**src/wsfd_pkg.sv**
```systemverilog
// Shared types and constants for the WebSocket frame decoder.
package wsfd_pkg;

  localparam int unsigned MAX_LEN_W = 63;
  localparam int unsigned CMP_W     = 64;

  localparam logic [3:0] OPC_CLOSE = 4'h8;
  localparam logic [6:0] LEN7_EXT16 = 7'd126;
  localparam logic [6:0] LEN7_EXT64 = 7'd127;
  localparam logic [MAX_LEN_W-1:0] MAX_LEN_RESET = 63'd65536;

  typedef enum logic [1:0] {
    ST_DATA    = 2'd0,
    ST_EMPTY   = 2'd1,
    ST_CLOSE   = 2'd2,
    ST_TOOLONG = 2'd3
  } status_t;

  typedef enum logic [1:0] {
    FH_DELIVER = 2'd0,
    FH_CLOSE   = 2'd1,
    FH_ERROR   = 2'd2
  } handling_t;

  typedef enum logic [4:0] {
    PH_HDR0    = 5'b00001,
    PH_HDR1    = 5'b00010,
    PH_EXT     = 5'b00100,
    PH_MASK    = 5'b01000,
    PH_PAYLOAD = 5'b10000
  } phase_t;

  // One pending result: raw byte and mask key byte, unmasked in the back end.
  typedef struct packed {
    logic [7:0] raw_byte;
    logic [7:0] key_byte;
    status_t    status;
    logic [3:0] opcode;
    logic       frame_end;
  } result_t;

endpackage

```
**src/wsfd_parser.sv**
```systemverilog
// Front end: header parsing, length check and payload classification.
module wsfd_parser #(
  parameter int unsigned LENGTH_BITS = 64
) (
  input  logic                          clk,
  input  logic                          rst_n,
  input  logic                          byte_valid,
  input  logic [7:0]                    byte_in,
  input  logic                          cfg_we,
  input  logic [wsfd_pkg::MAX_LEN_W-1:0] cfg_max,
  output logic                          push,
  output wsfd_pkg::result_t             push_item
);

  localparam logic [LENGTH_BITS-1:0] LEN_ALL1 = {LENGTH_BITS{1'b1}};

  wsfd_pkg::phase_t                 phase_r, phase_nxt;
  wsfd_pkg::handling_t              fh_r, fh_nxt;
  logic [3:0]                       opcode_r, opcode_nxt;
  logic                             mask_present_r, mask_present_nxt;
  logic [3:0]                       ext_left_r, ext_left_nxt;
  logic [LENGTH_BITS-1:0]           flen_r, flen_nxt;
  logic [31:0]                      mask_key_r, mask_key_nxt;
  logic [2:0]                       mask_left_r, mask_left_nxt;
  logic [LENGTH_BITS-1:0]           pl_left_r, pl_left_nxt;
  logic [1:0]                       pos_r, pos_nxt;
  logic [wsfd_pkg::MAX_LEN_W-1:0]   max_r;

  logic                             ld;
  logic                             ld_mp;
  logic [LENGTH_BITS-1:0]           ld_len;
  logic [LENGTH_BITS-1:0]           ext_len;
  logic                             too_long;
  logic [7:0]                       key_sel;

  assign ext_len = (flen_r[LENGTH_BITS-1 -: 8] != 8'd0) ? LEN_ALL1
                                                         : {flen_r[LENGTH_BITS-9:0], byte_in};
  assign too_long = wsfd_pkg::CMP_W'(ld_len) > {1'b0, max_r};

  always_comb begin
    case (pos_r)
      2'd0: key_sel = mask_key_r[31:24];
      2'd1: key_sel = mask_key_r[23:16];
      2'd2: key_sel = mask_key_r[15:8];
      default: key_sel = mask_key_r[7:0];
    endcase
  end

  always_comb begin
    phase_nxt        = phase_r;
    fh_nxt           = fh_r;
    opcode_nxt       = opcode_r;
    mask_present_nxt = mask_present_r;
    ext_left_nxt     = ext_left_r;
    flen_nxt         = flen_r;
    mask_key_nxt     = mask_key_r;
    mask_left_nxt    = mask_left_r;
    pl_left_nxt      = pl_left_r;
    pos_nxt          = pos_r;
    ld               = 1'b0;
    ld_mp            = mask_present_r;
    ld_len           = ext_len;
    push             = 1'b0;
    push_item        = '{raw_byte: 8'd0, key_byte: 8'd0, status: wsfd_pkg::ST_EMPTY,
                         opcode: opcode_r, frame_end: 1'b1};
    if (byte_valid) begin
      unique case (phase_r)
        wsfd_pkg::PH_HDR1: begin
          mask_present_nxt = byte_in[7];
          ld_mp            = byte_in[7];
          flen_nxt         = '0;
          if (byte_in[6:0] == wsfd_pkg::LEN7_EXT16) begin
            ext_left_nxt = 4'd2;
            phase_nxt    = wsfd_pkg::PH_EXT;
          end else if (byte_in[6:0] == wsfd_pkg::LEN7_EXT64) begin
            ext_left_nxt = 4'd8;
            phase_nxt    = wsfd_pkg::PH_EXT;
          end else begin
            ld     = 1'b1;
            ld_len = LENGTH_BITS'(byte_in[6:0]);
          end
        end
        wsfd_pkg::PH_EXT: begin
          flen_nxt     = ext_len;
          ext_left_nxt = ext_left_r - 4'd1;
          ld           = (ext_left_r == 4'd1);
        end
        wsfd_pkg::PH_MASK: begin
          mask_key_nxt  = {mask_key_r[23:0], byte_in};
          mask_left_nxt = mask_left_r - 3'd1;
          if (mask_left_r == 3'd1) begin
            if (pl_left_r != '0) begin
              phase_nxt = wsfd_pkg::PH_PAYLOAD;
            end else begin
              phase_nxt        = wsfd_pkg::PH_HDR0;
              push             = (fh_r != wsfd_pkg::FH_ERROR);
              push_item.status = (fh_r == wsfd_pkg::FH_CLOSE) ? wsfd_pkg::ST_CLOSE
                                                               : wsfd_pkg::ST_EMPTY;
            end
          end
        end
        wsfd_pkg::PH_PAYLOAD: begin
          pl_left_nxt = pl_left_r - LENGTH_BITS'(1);
          pos_nxt     = pos_r + 2'd1;
          if (pl_left_nxt == '0) phase_nxt = wsfd_pkg::PH_HDR0;
          if (fh_r == wsfd_pkg::FH_DELIVER) begin
            push                = 1'b1;
            push_item.raw_byte  = byte_in;
            push_item.key_byte  = mask_present_r ? key_sel : 8'd0;
            push_item.status    = wsfd_pkg::ST_DATA;
            push_item.frame_end = (pl_left_nxt == '0);
          end else if (fh_r == wsfd_pkg::FH_CLOSE && pl_left_nxt == '0) begin
            push             = 1'b1;
            push_item.status = wsfd_pkg::ST_CLOSE;
          end
        end
        default: begin
          opcode_nxt = byte_in[3:0];
          phase_nxt  = wsfd_pkg::PH_HDR1;
        end
      endcase

      if (ld) begin
        flen_nxt      = ld_len;
        pl_left_nxt   = ld_len;
        pos_nxt       = 2'd0;
        mask_left_nxt = ld_mp ? 3'd4 : 3'd0;
        if (too_long) begin
          fh_nxt           = wsfd_pkg::FH_ERROR;
          push             = 1'b1;
          push_item.status = wsfd_pkg::ST_TOOLONG;
        end else begin
          fh_nxt = (opcode_r == wsfd_pkg::OPC_CLOSE) ? wsfd_pkg::FH_CLOSE
                                                     : wsfd_pkg::FH_DELIVER;
        end
        if (ld_mp) begin
          phase_nxt = wsfd_pkg::PH_MASK;
        end else if (ld_len != '0) begin
          phase_nxt = wsfd_pkg::PH_PAYLOAD;
        end else begin
          phase_nxt = wsfd_pkg::PH_HDR0;
          if (!too_long) begin
            push             = 1'b1;
            push_item.status = (opcode_r == wsfd_pkg::OPC_CLOSE) ? wsfd_pkg::ST_CLOSE
                                                                 : wsfd_pkg::ST_EMPTY;
          end
        end
      end
    end
  end

  always_ff @(posedge clk) begin
    if (!rst_n) begin
      phase_r        <= wsfd_pkg::PH_HDR0;
      fh_r           <= wsfd_pkg::FH_DELIVER;
      opcode_r       <= 4'd0;
      mask_present_r <= 1'b0;
      ext_left_r     <= 4'd0;
      flen_r         <= '0;
      mask_key_r     <= 32'd0;
      mask_left_r    <= 3'd0;
      pl_left_r      <= '0;
      pos_r          <= 2'd0;
      max_r          <= wsfd_pkg::MAX_LEN_RESET;
    end else begin
      phase_r        <= phase_nxt;
      fh_r           <= fh_nxt;
      opcode_r       <= opcode_nxt;
      mask_present_r <= mask_present_nxt;
      ext_left_r     <= ext_left_nxt;
      flen_r         <= flen_nxt;
      mask_key_r     <= mask_key_nxt;
      mask_left_r    <= mask_left_nxt;
      pl_left_r      <= pl_left_nxt;
      pos_r          <= pos_nxt;
      if (cfg_we) max_r <= cfg_max;
    end
  end

endmodule

```
**src/wsfd_queue.sv**
```systemverilog
// Two-entry result queue between parser and output stage.
module wsfd_queue (
  input  logic              clk,
  input  logic              rst_n,
  input  logic              push,
  input  wsfd_pkg::result_t push_item,
  output logic              has_room,
  input  logic              pop,
  output logic              not_empty,
  output wsfd_pkg::result_t head
);

  wsfd_pkg::result_t mem_r [2];
  logic              wr_ptr_r, rd_ptr_r;
  logic [1:0]        count_r;

  assign has_room  = (count_r != 2'd2);
  assign not_empty = (count_r != 2'd0);
  assign head      = mem_r[rd_ptr_r];

  always_ff @(posedge clk) begin
    if (push) mem_r[wr_ptr_r] <= push_item;
  end

  always_ff @(posedge clk) begin
    if (!rst_n) begin
      wr_ptr_r <= 1'b0;
      rd_ptr_r <= 1'b0;
      count_r  <= 2'd0;
    end else begin
      if (push) wr_ptr_r <= ~wr_ptr_r;
      if (pop)  rd_ptr_r <= ~rd_ptr_r;
      count_r <= count_r + {1'b0, push} - {1'b0, pop};
    end
  end

endmodule

```
**src/wsfd_emitter.sv**
```systemverilog
// Back end: unmasks payload bytes into the output register.
module wsfd_emitter (
  input  logic              clk,
  input  logic              rst_n,
  input  logic              q_valid,
  input  wsfd_pkg::result_t q_head,
  output logic              q_pop,
  output logic              out_valid,
  input  logic              out_ready,
  output logic [7:0]        out_data,
  output logic [1:0]        out_status,
  output logic [3:0]        out_frame_opc,
  output logic              out_end
);

  logic       valid_r;
  logic [7:0] data_r;
  logic [1:0] status_r;
  logic [3:0] opcode_r;
  logic       end_r;

  assign q_pop         = q_valid && (!valid_r || out_ready);
  assign out_valid     = valid_r;
  assign out_data      = data_r;
  assign out_status    = status_r;
  assign out_frame_opc = opcode_r;
  assign out_end       = end_r;

  always_ff @(posedge clk) begin
    if (!rst_n) begin
      valid_r <= 1'b0;
    end else if (!valid_r || out_ready) begin
      valid_r <= q_valid;
    end
  end

  always_ff @(posedge clk) begin
    if (q_pop) begin
      data_r   <= q_head.raw_byte ^ q_head.key_byte;
      status_r <= q_head.status;
      opcode_r <= q_head.opcode;
      end_r    <= q_head.frame_end;
    end
  end

endmodule

```
**src/websocket_frame_decoder.sv**
```systemverilog
// Top level of the byte-serial WebSocket frame decoder.
// Input: one received byte per word on in_tvalid/in_tready/in_tdata.
// Output: at most one result word per input byte on out_*: tdata is the
//   unmasked payload byte (0 for non-payload results), tuser carries status
//   (0 payload, 1 empty data frame, 2 close frame ended, 3 frame too long)
//   and the frame opcode, tlast marks the last result of a frame.
// Config: cfg_valid/cfg_ready/cfg_data writes max_payload_len (63 bits,
//   reset 65536); cfg_ready is always high. Write only while idle.
// Throughput: one byte per cycle sustained while out_tready stays high; the
//   parser handles every header, mask and payload byte as it is accepted.
// Path: a result enters the queue at the edge that accepts its byte, then
//   moves into the output register, which drives out_tvalid and the data.
// Stall: a two-entry queue sits between parser and output register; when
//   out_tready is low the queue fills and in_tready drops, no word is lost.
// Reset: synchronous active-low rst_n returns the parser to the first header
//   byte, empties the queue and restores the length limit.
module websocket_frame_decoder #(
  parameter int unsigned LENGTH_BITS = 64
) (
  input  logic                           clk,
  input  logic                           rst_n,
  input  logic                           in_tvalid,
  output logic                           in_tready,
  input  logic [7:0]                     in_tdata,   // [7:0] rx_byte
  output logic                           out_tvalid,
  input  logic                           out_tready,
  output logic [7:0]                     out_tdata,  // [7:0] data_byte
  output logic [5:0]                     out_tuser,  // [1:0] status, [5:2] frame_opcode
  output logic                           out_tlast,
  input  logic                           cfg_valid,
  output logic                           cfg_ready,
  input  logic [wsfd_pkg::MAX_LEN_W-1:0] cfg_data
);

  logic              push, has_room, q_valid, q_pop;
  wsfd_pkg::result_t push_item, q_head;

  assign in_tready = has_room;
  assign cfg_ready = 1'b1;

  wsfd_parser #(.LENGTH_BITS(LENGTH_BITS)) u_parser (
    .clk       (clk),
    .rst_n     (rst_n),
    .byte_valid(in_tvalid && has_room),
    .byte_in   (in_tdata),
    .cfg_we    (cfg_valid),
    .cfg_max   (cfg_data),
    .push      (push),
    .push_item (push_item)
  );

  wsfd_queue u_queue (
    .clk      (clk),
    .rst_n    (rst_n),
    .push     (push),
    .push_item(push_item),
    .has_room (has_room),
    .pop      (q_pop),
    .not_empty(q_valid),
    .head     (q_head)
  );

  wsfd_emitter u_emitter (
    .clk          (clk),
    .rst_n        (rst_n),
    .q_valid      (q_valid),
    .q_head       (q_head),
    .q_pop        (q_pop),
    .out_valid    (out_tvalid),
    .out_ready    (out_tready),
    .out_data     (out_tdata),
    .out_status   (out_tuser[1:0]),
    .out_frame_opc(out_tuser[5:2]),
    .out_end      (out_tlast)
  );

endmodule
```
**config.mk**
```make
export PLATFORM = sky130hd
export DESIGN_NAME = websocket_frame_decoder
export DESIGN_NICKNAME = d
export VERILOG_FILES = /design/src/wsfd_pkg.sv /design/src/wsfd_parser.sv /design/src/wsfd_queue.sv /design/src/wsfd_emitter.sv /design/src/websocket_frame_decoder.sv
export SDC_FILE = /design/constraint.sdc
export NUM_CORES = 1
export LEC_CHECK = 0
export CORE_MARGIN = 3
export CORE_UTILIZATION = 57
export CTS_CLUSTER_DIAMETER = 120
export DETAILED_ROUTE_END_ITERATION = 8
export DONT_BUFFER_PORTS = 1
export PLACE_DENSITY = 0.79
export RECOVER_POWER = 50
export SYNTH_ARGS = -nofsm -noshare
export SYNTH_HDL_FRONTEND = slang
export SYNTH_HIERARCHICAL = 1
export SYNTH_SLANG_ARGS = --single-unit
```
**constraint.sdc**
```tcl
create_clock -name clk -period 7.35 [get_ports clk]
set_clock_uncertainty 0.15 [all_clocks]
set_input_delay 0.735 -clock clk [delete_from_list [all_inputs] [get_ports clk]]
set_output_delay 0.735 -clock clk [all_outputs]
set_load 0.01 [all_outputs]
```
### Word level (Yosys, flattened, before mapping)

Memories as Yosys holds them, arrays and structs flattened. A register that Yosys moved wholly into a read port is not among the register bits.
Cells that the tools add are included.

* add/sub/neg operators: 6
* $lt $le $gt $ge: 1
* equality and inequality tests: 19
* mux-type cells: 70
* bitwise gates (word level): 4
* reductions and logical operators: 25

Operators by type and width (number)
* $mux 64: 9
* $pmux 64 s2: 1
* $reduce_bool 64->1: 2
* $gt 64x63->1: 1
* $logic_not 64->1: 1
* $sub 64x1->64 const B: 1
* $mux 5: 8
* $mux 16: 2
* $mux 2: 14
* $pmux 8 s3: 1
* $mux 1: 23
* $pmux 5 s4: 1
* $mux 18: 1
* $eq 7x7->1 const B: 2
* $reduce_and 2->1: 6
* $mux 3: 3
* $ne 3x1->1 const B: 3
* $mux 4: 2
* $mux 8: 1
* $pmux 4 s2: 1
* $reduce_bool 2->1: 4
* $reduce_bool 8->1: 1
* $xor 8x8->8: 1
* $eq 5x2->1 const B: 1
* other kinds (27): 35

* flip-flop bits (word level): 264
* RAM bits: 46
* bits of input ports: 76
* output and inout port bits: 18
* logic and storage cells: 145
* memories kept: 1

Memory list
* u_queue.mem_r: words 2, bits a word 23, read ports 1, clocked after memory_dff 1, wr ports 1, RTL line wsfd_queue.sv:13 `wsfd_pkg::result_t mem_r [2];`

### Logic depth before layout (Yosys ltp)

Gate-level depths: netlist of run 1.

* word-level depth: 16
* mapped depth: 20
* depth with buffers taken out: 19

### Modules after synthesis

The synthesis of run 1 kept the hierarchy.

By module, submodules not included
* wsfd_parser: times used 1, cells an instance 1944, area each 14908.0 sq um, sequential area each 4884.7 sq um
* wsfd_queue: times used 1, cells an instance 92, area each 1888.1 sq um, sequential area each 1481.4 sq um
* wsfd_emitter: times used 1, cells an instance 27, area each 568.0 sq um, sequential area each 470.5 sq um
* websocket_frame_decoder: times used 1, cells an instance 3, area each 17.5 sq um, sequential area each 0.0 sq um

### Least setup slack after synthesis of run 1

No wires, ideal clock.

* path kind: register -> register
* from: register u_parser.phase_r[2]
* to: memory u_queue/mem_r[0][0] in the netlist's numbering, enable pin
* setup time: 0.407 ns
* data arrival time: 5.135 ns
* data required time: 6.793 ns
* setup slack: 1.658 ns
* cell stages (with the launch flop): 18
* buffers on the path: 3
* path through: dfxtp_1 -> nor3_1 -> and2_1 -> clkbuf_1 -> and3_1 -> clkbuf_1 -> buf_1 -> nor2_1 -> ha_1 -> nand4_1 -> nor4_1 -> o2111a_1 -> nand2b_1 -> o22ai_1 -> a21boi_0 -> a211o_1 -> a21oi_1 -> nor2b_1

* cells in the longest elaborated chain, start to end: 13
* elaborated cells on any way between the ends: 22
* classes of those cells: 1 x order compare; 4 x eq/ne; 16 x mux; 1 x reduce/logical

Ends and longest elaborated chain
* start: declaration: RTL line wsfd_parser.sv:17 `wsfd_pkg::phase_t phase_r, phase_nxt;`
* start signal: assignment: RTL line wsfd_parser.sv:154 `phase_r <= wsfd_pkg::PH_HDR0;`
* start signal: assignment: RTL line wsfd_parser.sv:166 `phase_r <= phase_nxt;`
* $eq 5x2->1: RTL line wsfd_parser.sv:67 `unique case (phase_r)`
* $mux 64: RTL line wsfd_parser.sv:67
* $mux 64 (2 in series): RTL line wsfd_parser.sv:66 `if (byte_valid) begin`
* $gt 64x63->1: RTL line wsfd_parser.sv:38 `assign too_long = wsfd_pkg::CMP_W'(ld_len) > {1'b0, max_r};`
* $mux 1: RTL line wsfd_parser.sv:128 `if (too_long) begin`
* $mux 1: RTL line wsfd_parser.sv:142 `if (!too_long) begin`
* $mux 1: RTL line wsfd_parser.sv:138 `end else if (ld_len != '0) begin`
* $mux 1: RTL line wsfd_parser.sv:136 `if (ld_mp) begin`
* $mux 1 (*): RTL line wsfd_parser.sv:123 `if (ld) begin`
* $mux 1 (*): RTL line wsfd_parser.sv:66
* via push: RTL line websocket_frame_decoder.sv:35 `logic push, has_room, q_valid, q_pop;`
* $mux 1 (*): RTL line wsfd_queue.sv:22 `if (push) mem_r[wr_ptr_r] <= push_item;`
* $mux 1 (implied by the code) (*): RTL line wsfd_queue.sv:22
* end: declaration: RTL line wsfd_queue.sv:13

Mark *: on every way through the listed nets, which the timed path passes. The rest lies on a longest branch. The select of a mux whose other input is x is not followed.

### Worst setup path in the final report of run 1

* from: register u_parser.phase_r[2]
* to: memory u_queue/mem_r[0][17] in the netlist's numbering, enable pin

The elaborated chain is that of the path after synthesis.

==> results of run 1 <==
-- final timing paths --
kind                                                    endpoint  depth (start not counted)  slack (ps)                             start
worst max register to register    u_queue/mem_r[0][17]$_DFFE_PP_                         15         920  u_parser/phase_r[2]$_SDFFE_PN0P_
worst min-delay path            u_emitter/out_valid$_SDFFE_PN0P_                          1         200                             rst_n
worst min register to register  u_parser/flen_r[59]$_SDFFE_PN0P_                          2         320  u_parser/flen_r[59]$_SDFFE_PN0P_
worst max-delay path              u_queue/mem_r[0][17]$_DFFE_PP_                         15         920  u_parser/phase_r[2]$_SDFFE_PN0P_
-- cells by family after synthesis --
family	after synthesis	synth area share, %
AO/OA/AOI/OAI	466	17.2
XOR/XNOR	50	2.60
adder cells (fa/ha/maj)	75	5.40
buffers and inverters	222	5.03
flip-flops	311	39.3
multiplexers	92	5.46
other	1	0.0216
AND/OR/NAND/NOR	849	24.9
-- flip-flops by register name, summed over array words and instances (netlist names), named ones only --
name,cells
u_emitter/out_data,8
u_emitter/out_end,1
u_emitter/out_frame_opc,4
u_emitter/out_status,2
u_emitter/out_valid,1
u_parser/ext_left_r,4
u_parser/fh_r,2
u_parser/flen_r,64
u_parser/mask_key_r,32
u_parser/mask_left_r,3
u_parser/mask_present_r,1
u_parser/max_r,63
u_parser/opcode_r,4
u_parser/phase_r,5
u_parser/pl_left_r,64
u_parser/pos_r,2
u_queue/count_r,2
u_queue/mem_r,46
u_queue/rd_ptr_r,1
u_queue/wr_ptr_r,1
-- cell usage in the layout (no fill, tap or decap), drive strengths merged, types with 6 or more instances in the layout --
cell type	count
nand2	232
nor2b	136
and2	27
mux2i	69
and3	8
o21a	6
nor4b	6
dfxtp	250
clkbuf	53
or4	17
mux2	23
or3	15
nor2	194
nand3	30
o211ai	7
buf	11
or2	11
xnor2	19
a21o	8
nor4	55
o21ai	158
a32oi	7
clkinv	7
a21oi	72
nand4	35
inv	79
a21boi	108
xor2	30
o32ai	9
nand4b	6
ha	75
o22ai	7
nor3	54
a222oi	8
edfxtp	61
a22oi	37
-- routing by layer --
metal	up-vias	global-route usage [%]	part of all wire [%]
li1	7116	-	-
met1	7241	37.8	40
met2	757	47.1	46
met3	158	5.23	8.3
met4	0	13.9	5.2
met5	-	0	0
-- critical path, cell delays in order (launching register included) --
cell and delay [ps]:
dfxtp_1 360, nor3_1 440, and2_0 440, and3_2 940
nor2_1 140, ha_1 350, nand4_1 170, nor4_1 530
o2111a_1 290, nand2b_1 60, o22ai_1 720, a21boi_0 330
a211o_1 330, a21oi_1 270, nor2b_2 200, buf_4 310
-- stage by stage --
| stage | instance area [sq um] | std cells |
|---|---|---|
| after global routing | 18700 | 2389 |
| after floorplan | 17400 | 2066 |
| after detailed placement | 17500 | 2328 |
| final | 18700 | 2389 |
| after global placement | 17500 | 2328 |
| after CTS | 18700 | 2389 |
-- final cells by class --
class	count	area, sq um
repair buffers	16	114
clock buffers	48	1030
inverters	78	293
flip-flops and latches	311	6840
well taps	390	488
fillers	2491	11200
multi-input cells	1533	9720
clock inverters	13	180
-- report_power, final --
group          switching [mW]  internal, mW
registers               0.139          1.87
clock network           0.703          1.12
logic                    1.44         0.888
==> reports/metrics.csv, run 1 <==
metric;value;unit
async_flop_share;0;%
synth_top_cell_by_area;dfxtp_1;
io_buffers;0;
syn_area;0.0174;sq mm
clk_path_buf_depth;3;
syn-num-nets;2217;
synthDistinctLibCells;77;
clkSlewWorstSetupHoldPaths;60;ps
rows;63;
leakage;7.10;nW
cp-end-kind;flip-flop;
synthTopCellsByArea;dfxtp_1 29%, edfxtp_1 11%, ha_1 5.4%;
die-width;181;um
setup_ws;922;ps
vias;15272;
cp-start-kind;flip-flop;
cts-root-buf;clkbuf_16;
slew_headroom;-76.7;%
ctsHtreeMaxLevel;2;
die-area;0.0326;sq mm
cts.sinks;311;
grt_max_degree;252;
diodes;0;
rsz0062_at_grt;false;
fin_total_pwr;6.16;mW
drive_gt1_share;5.70;%
grt_pass1_wl;78300;um
avgSynthCellArea;8.41;sq um
synth.top_cell.area_share;28.8;%
ant_nets;0;
drcViolationCount;0;
final_util;62.5;%
finalHoldViolCount;0;
synth-seq-cells;311;
yosysMostFrequentCell;dfxtp_1;
antenna_found_initial;0;
wl;49300;um
ys_top_cells_by_count;250 x dfxtp_1, 231 x nand2_1, 194 x nor2_1, 156 x o21ai_0, 135 x nor2b_1;
crit_arrival;6470;ps
violations;max-capacitance violations, max-slew violations;
worst_pin_slew;2650;ps
gp_congestion;0.969;
ir_drop;227;uV
drv_cap;2;
grt_remaining_overflow;0;
routedWlPerCell;20.6;um
syn_inst;2066;
postCtsSetupBuffers;0;
status;finished, violations left;
hold_path_class;input port to flip-flop;
syn_to_final_growth;7.36;%
cts_buffers;35;
dpl.hpwl;34300;um
path_class;flip-flop to flip-flop;
fin_nets;2126;
post-route-min-period;6430;ps
ys_warn_count;6;
maxSlewViolCount;112;
synth_edf_count;61;
clk_latency;520;ps
critical_path.max_fanout;58;
dpl_worst_slack;1250;ps
drtIter0Drc;1935;
coreArea;0.0299;sq mm
ctsResizeCount;0;
finalSetupViolations;0;
crit_required;7390;ps
pin_count;94;
setup_tns;0;ps
grt_pass1_vias;14599;
cts_tree;built;
ys_seq_area_share;39.3;%
gr-usage-all-layers;29.1;%
die_h;181;um
dr.pass1.iters;5;
initial_core_util;58.2;%
viasPerCell;6.39;
min_period_over_period;87.5;%
cts-hold-fix-buffers;0;
synth-main-ff-cell;dfxtp_1;
timing.hold.ws;198;ps
power_density;330;mW/mm^2
fmax;156;MHz
Power figures use the tool's default switching activity.
==> run 2, diff against run 1 <==
Settings changed: ABC_AREA from default to 1, CORE_MARGIN 3 to 5.
==> run 2 against run 1 <==
Net effect:
- the run still ends with max-capacitance violations, max-slew violations left
- largest cell class unchanged
- sequential share of layout area down 0.59 points
- highest routed layer unchanged
- critical path depth grew 7
- clock power fell by 4%
==> reports/metrics.csv, run 2 <==
metric;value;unit
vias;16967;
setup_tns;0;ps
pin_count;94;
leakage;9.00;nW
wl;52600;um
dr.pass1.iters;6;
cts_tree;built;
synth-seq-cells;311;
drcViolationCount;0;
antenna_found_initial;0;
nFillCells;2782;
final_cell_mix;648 x nand2_1, 308 x a21oi_1, 298 x inv_1, 297 x nor2_1, 250 x dfxtp_1;
ys_top_cells_by_count;648 x nand2_1, 308 x a21oi_1, 301 x nor2_1, 297 x inv_1, 250 x dfxtp_1;
crit_arrival;5700;ps
fin_total_pwr;6.55;mW
clk_latency;520;ps
grt_max_degree;144;
cts-root-buf;clkbuf_16;
slew_headroom;-182;%
drtIter0Drc;1783;
post-route-min-period;5720;ps
maxSlewViolCount;256;
hold_path_class;input port to flip-flop;
yosysMostFrequentCell;nand2_1;
fin_nets;2642;
crit_buf_inv;6;
violations;max-capacitance violations, max-slew violations;
synthTopCellsByArea;dfxtp_1 28%, nand2_1 14%, edfxtp_1 10%;
critPathTopFamily;simple AND/OR/NAND/NOR gates;
ys_seq_area_share;38.6;%
cp-end-kind;flip-flop;
finalSetupViolations;0;
gp_congestion;0.992;
critical_path.max_stage_delay;880;ps
synth_top_cell_by_area;dfxtp_1;
routedWlPerCell;18.0;um
finalHoldViolCount;0;
fmax;175;MHz
cts-hold-fix-buffers;0;
timing.hold.ws;179;ps
async_flop_share;0;%
syn_inst;2561;
reg.largest.list;u_parser/flen_r x64, u_parser/pl_left_r x64, u_parser/max_r x63;
drive_gt1_share;5.40;%
ctsHtreeMaxLevel;2;
path_common_cell;nand2_1;
synthDistinctLibCells;46;
syn_to_final_growth;6.99;%
slowest_stage;nor2_2;
ir_drop;260;uV
dpl.hpwl;38100;um
min_period_over_period;77.9;%
io_buffers;0;
fin_cells;2915;
clkSlewWorstSetupHoldPaths;60;ps
worst_pin_slew;4240;ps
cts_buffers;35;
power_density;346;mW/mm^2
rows;64;
synth.top_cell.area_share;28.2;%
ant_nets;0;
die-area;0.0347;sq mm
initial_core_util;57.8;%
rsz0062_at_grt;false;
cp-start-kind;flip-flop;
gr-usage-all-layers;28.5;%
die_h;186;um
grt_remaining_overflow;0;
dp.cells;2850;
syn-num-nets;2712;
syn_area;0.0177;sq mm
critical_path.max_fanout;55;
crit_required;7330;ps
avgSynthCellArea;6.92;sq um
layout_commonest_cell;nand2_1;
ctsResizeCount;0;
viasPerCell;5.82;
clk_path_buf_depth;3;
drv_cap;4;
ys_warn_count;6;
grt_pass1_vias;16128;
grt_pass1_wl;82500;um
synth_edf_count;61;
final_util;61.8;%
path_cells;inv_1 -> nand2_1 -> nand2_1 -> inv_1 -> clkinv_1 -> nor2_1 -> nand3_1 -> inv_2 -> a21oi_1 -> ha_1 -> inv_1 -> nor3_1 -> nand4_1 -> nor2_1 -> nand3_1 -> nand2_1 -> nand3_1 -> nand3_1 -> nand2_1 -> nand2_1 -> inv_1 -> nor2_2;
cts.sinks;311;
coreArea;0.0307;sq mm
die-width;186;um
postCtsSetupBuffers;0;
synth-main-ff-cell;dfxtp_1;
status;finished, violations left;
path_class;flip-flop to flip-flop;
[run 2: cell count changes after synthesis, moves of 107 or more]
cell	before	now
inv_1	78	297
nand2_1	231	648
nor2_1	194	301
nor2b_1	135	0
a21oi_1	72	308
a21boi_0	107	0
[run 2: final cells by class]
class / instances / area (sq um) / area share (%)
multi-input combinational: 1825 / 9260 / 48.8
timing repair buffer: 12 / 87.6 / 0.462
sequential: 311 / 6840 / 36.0
inverter: 306 / 1150 / 6.06
tap: 396 / 495 / 2.61
antenna: 1 / 2.50 / 0.0132
clock buffer: 52 / 1010 / 5.33
clock inverter: 12 / 124 / 0.653
[run 2: cell families (layout without fill, tap and decap cells)]
| group | count (synthesis) | after routing | share of synthesized area, % |
|---|---|---|---|
| compound gates | 568 | 568 | 17.4 |
| xor+xnor | 18 | 18 | 0.889 |
| fa+ha+maj | 75 | 75 | 5.29 |
| buf+inv | 425 | 382 | 9.28 |
| flops | 311 | 311 | 38.6 |
| mux | 23 | 23 | 1.46 |
| other cells | 1 | 2 | 0.0212 |
| simple gates | 1140 | 1140 | 27.1 |
[run 2: final timing paths]
path,from,endpoint,slack (ps),depth (start not counted)
worst max-delay path,u_queue/count_r[0]$_SDFF_PN0_,u_queue/mem_r[0][12]$_DFFE_PP_,1630,22
worst min-delay path,cfg_valid,u_parser/max_r[16]$_SDFFE_PN1P_,180,1
worst max register to register,u_queue/count_r[0]$_SDFF_PN0_,u_queue/mem_r[0][12]$_DFFE_PP_,1630,22
worst min register to register,u_parser/flen_r[49]$_SDFFE_PN0P_,u_parser/flen_r[49]$_SDFFE_PN0P_,310,2
[run 2: where the power goes]
group	leakage [nW]	total [mW]	switching [mW]	internal (mW)
clock network	0.555	1.74	0.716	1.03
registers	2.58	2.06	0.148	1.92
logic	5.86	2.75	1.89	0.853
[run 2: through the flow]
step | area [sq um] | setup WS, ps
after global placement | 17900 | 1660
after CTS | 19000 | 1700
after global routing | 19000 | 1180
final | 19000 | 1630
after floorplan | 17700 | 2440
after detailed placement | 17900 | 1520
[run 2: layer usage]
metal	wire length, um	track usage (%)	vias up
met4	2700	13.6	0
met1	21200	35.4	7883
li1	-	-	8215
met5	0	0	-
met3	3570	4.13	154
met2	25100	48.7	715
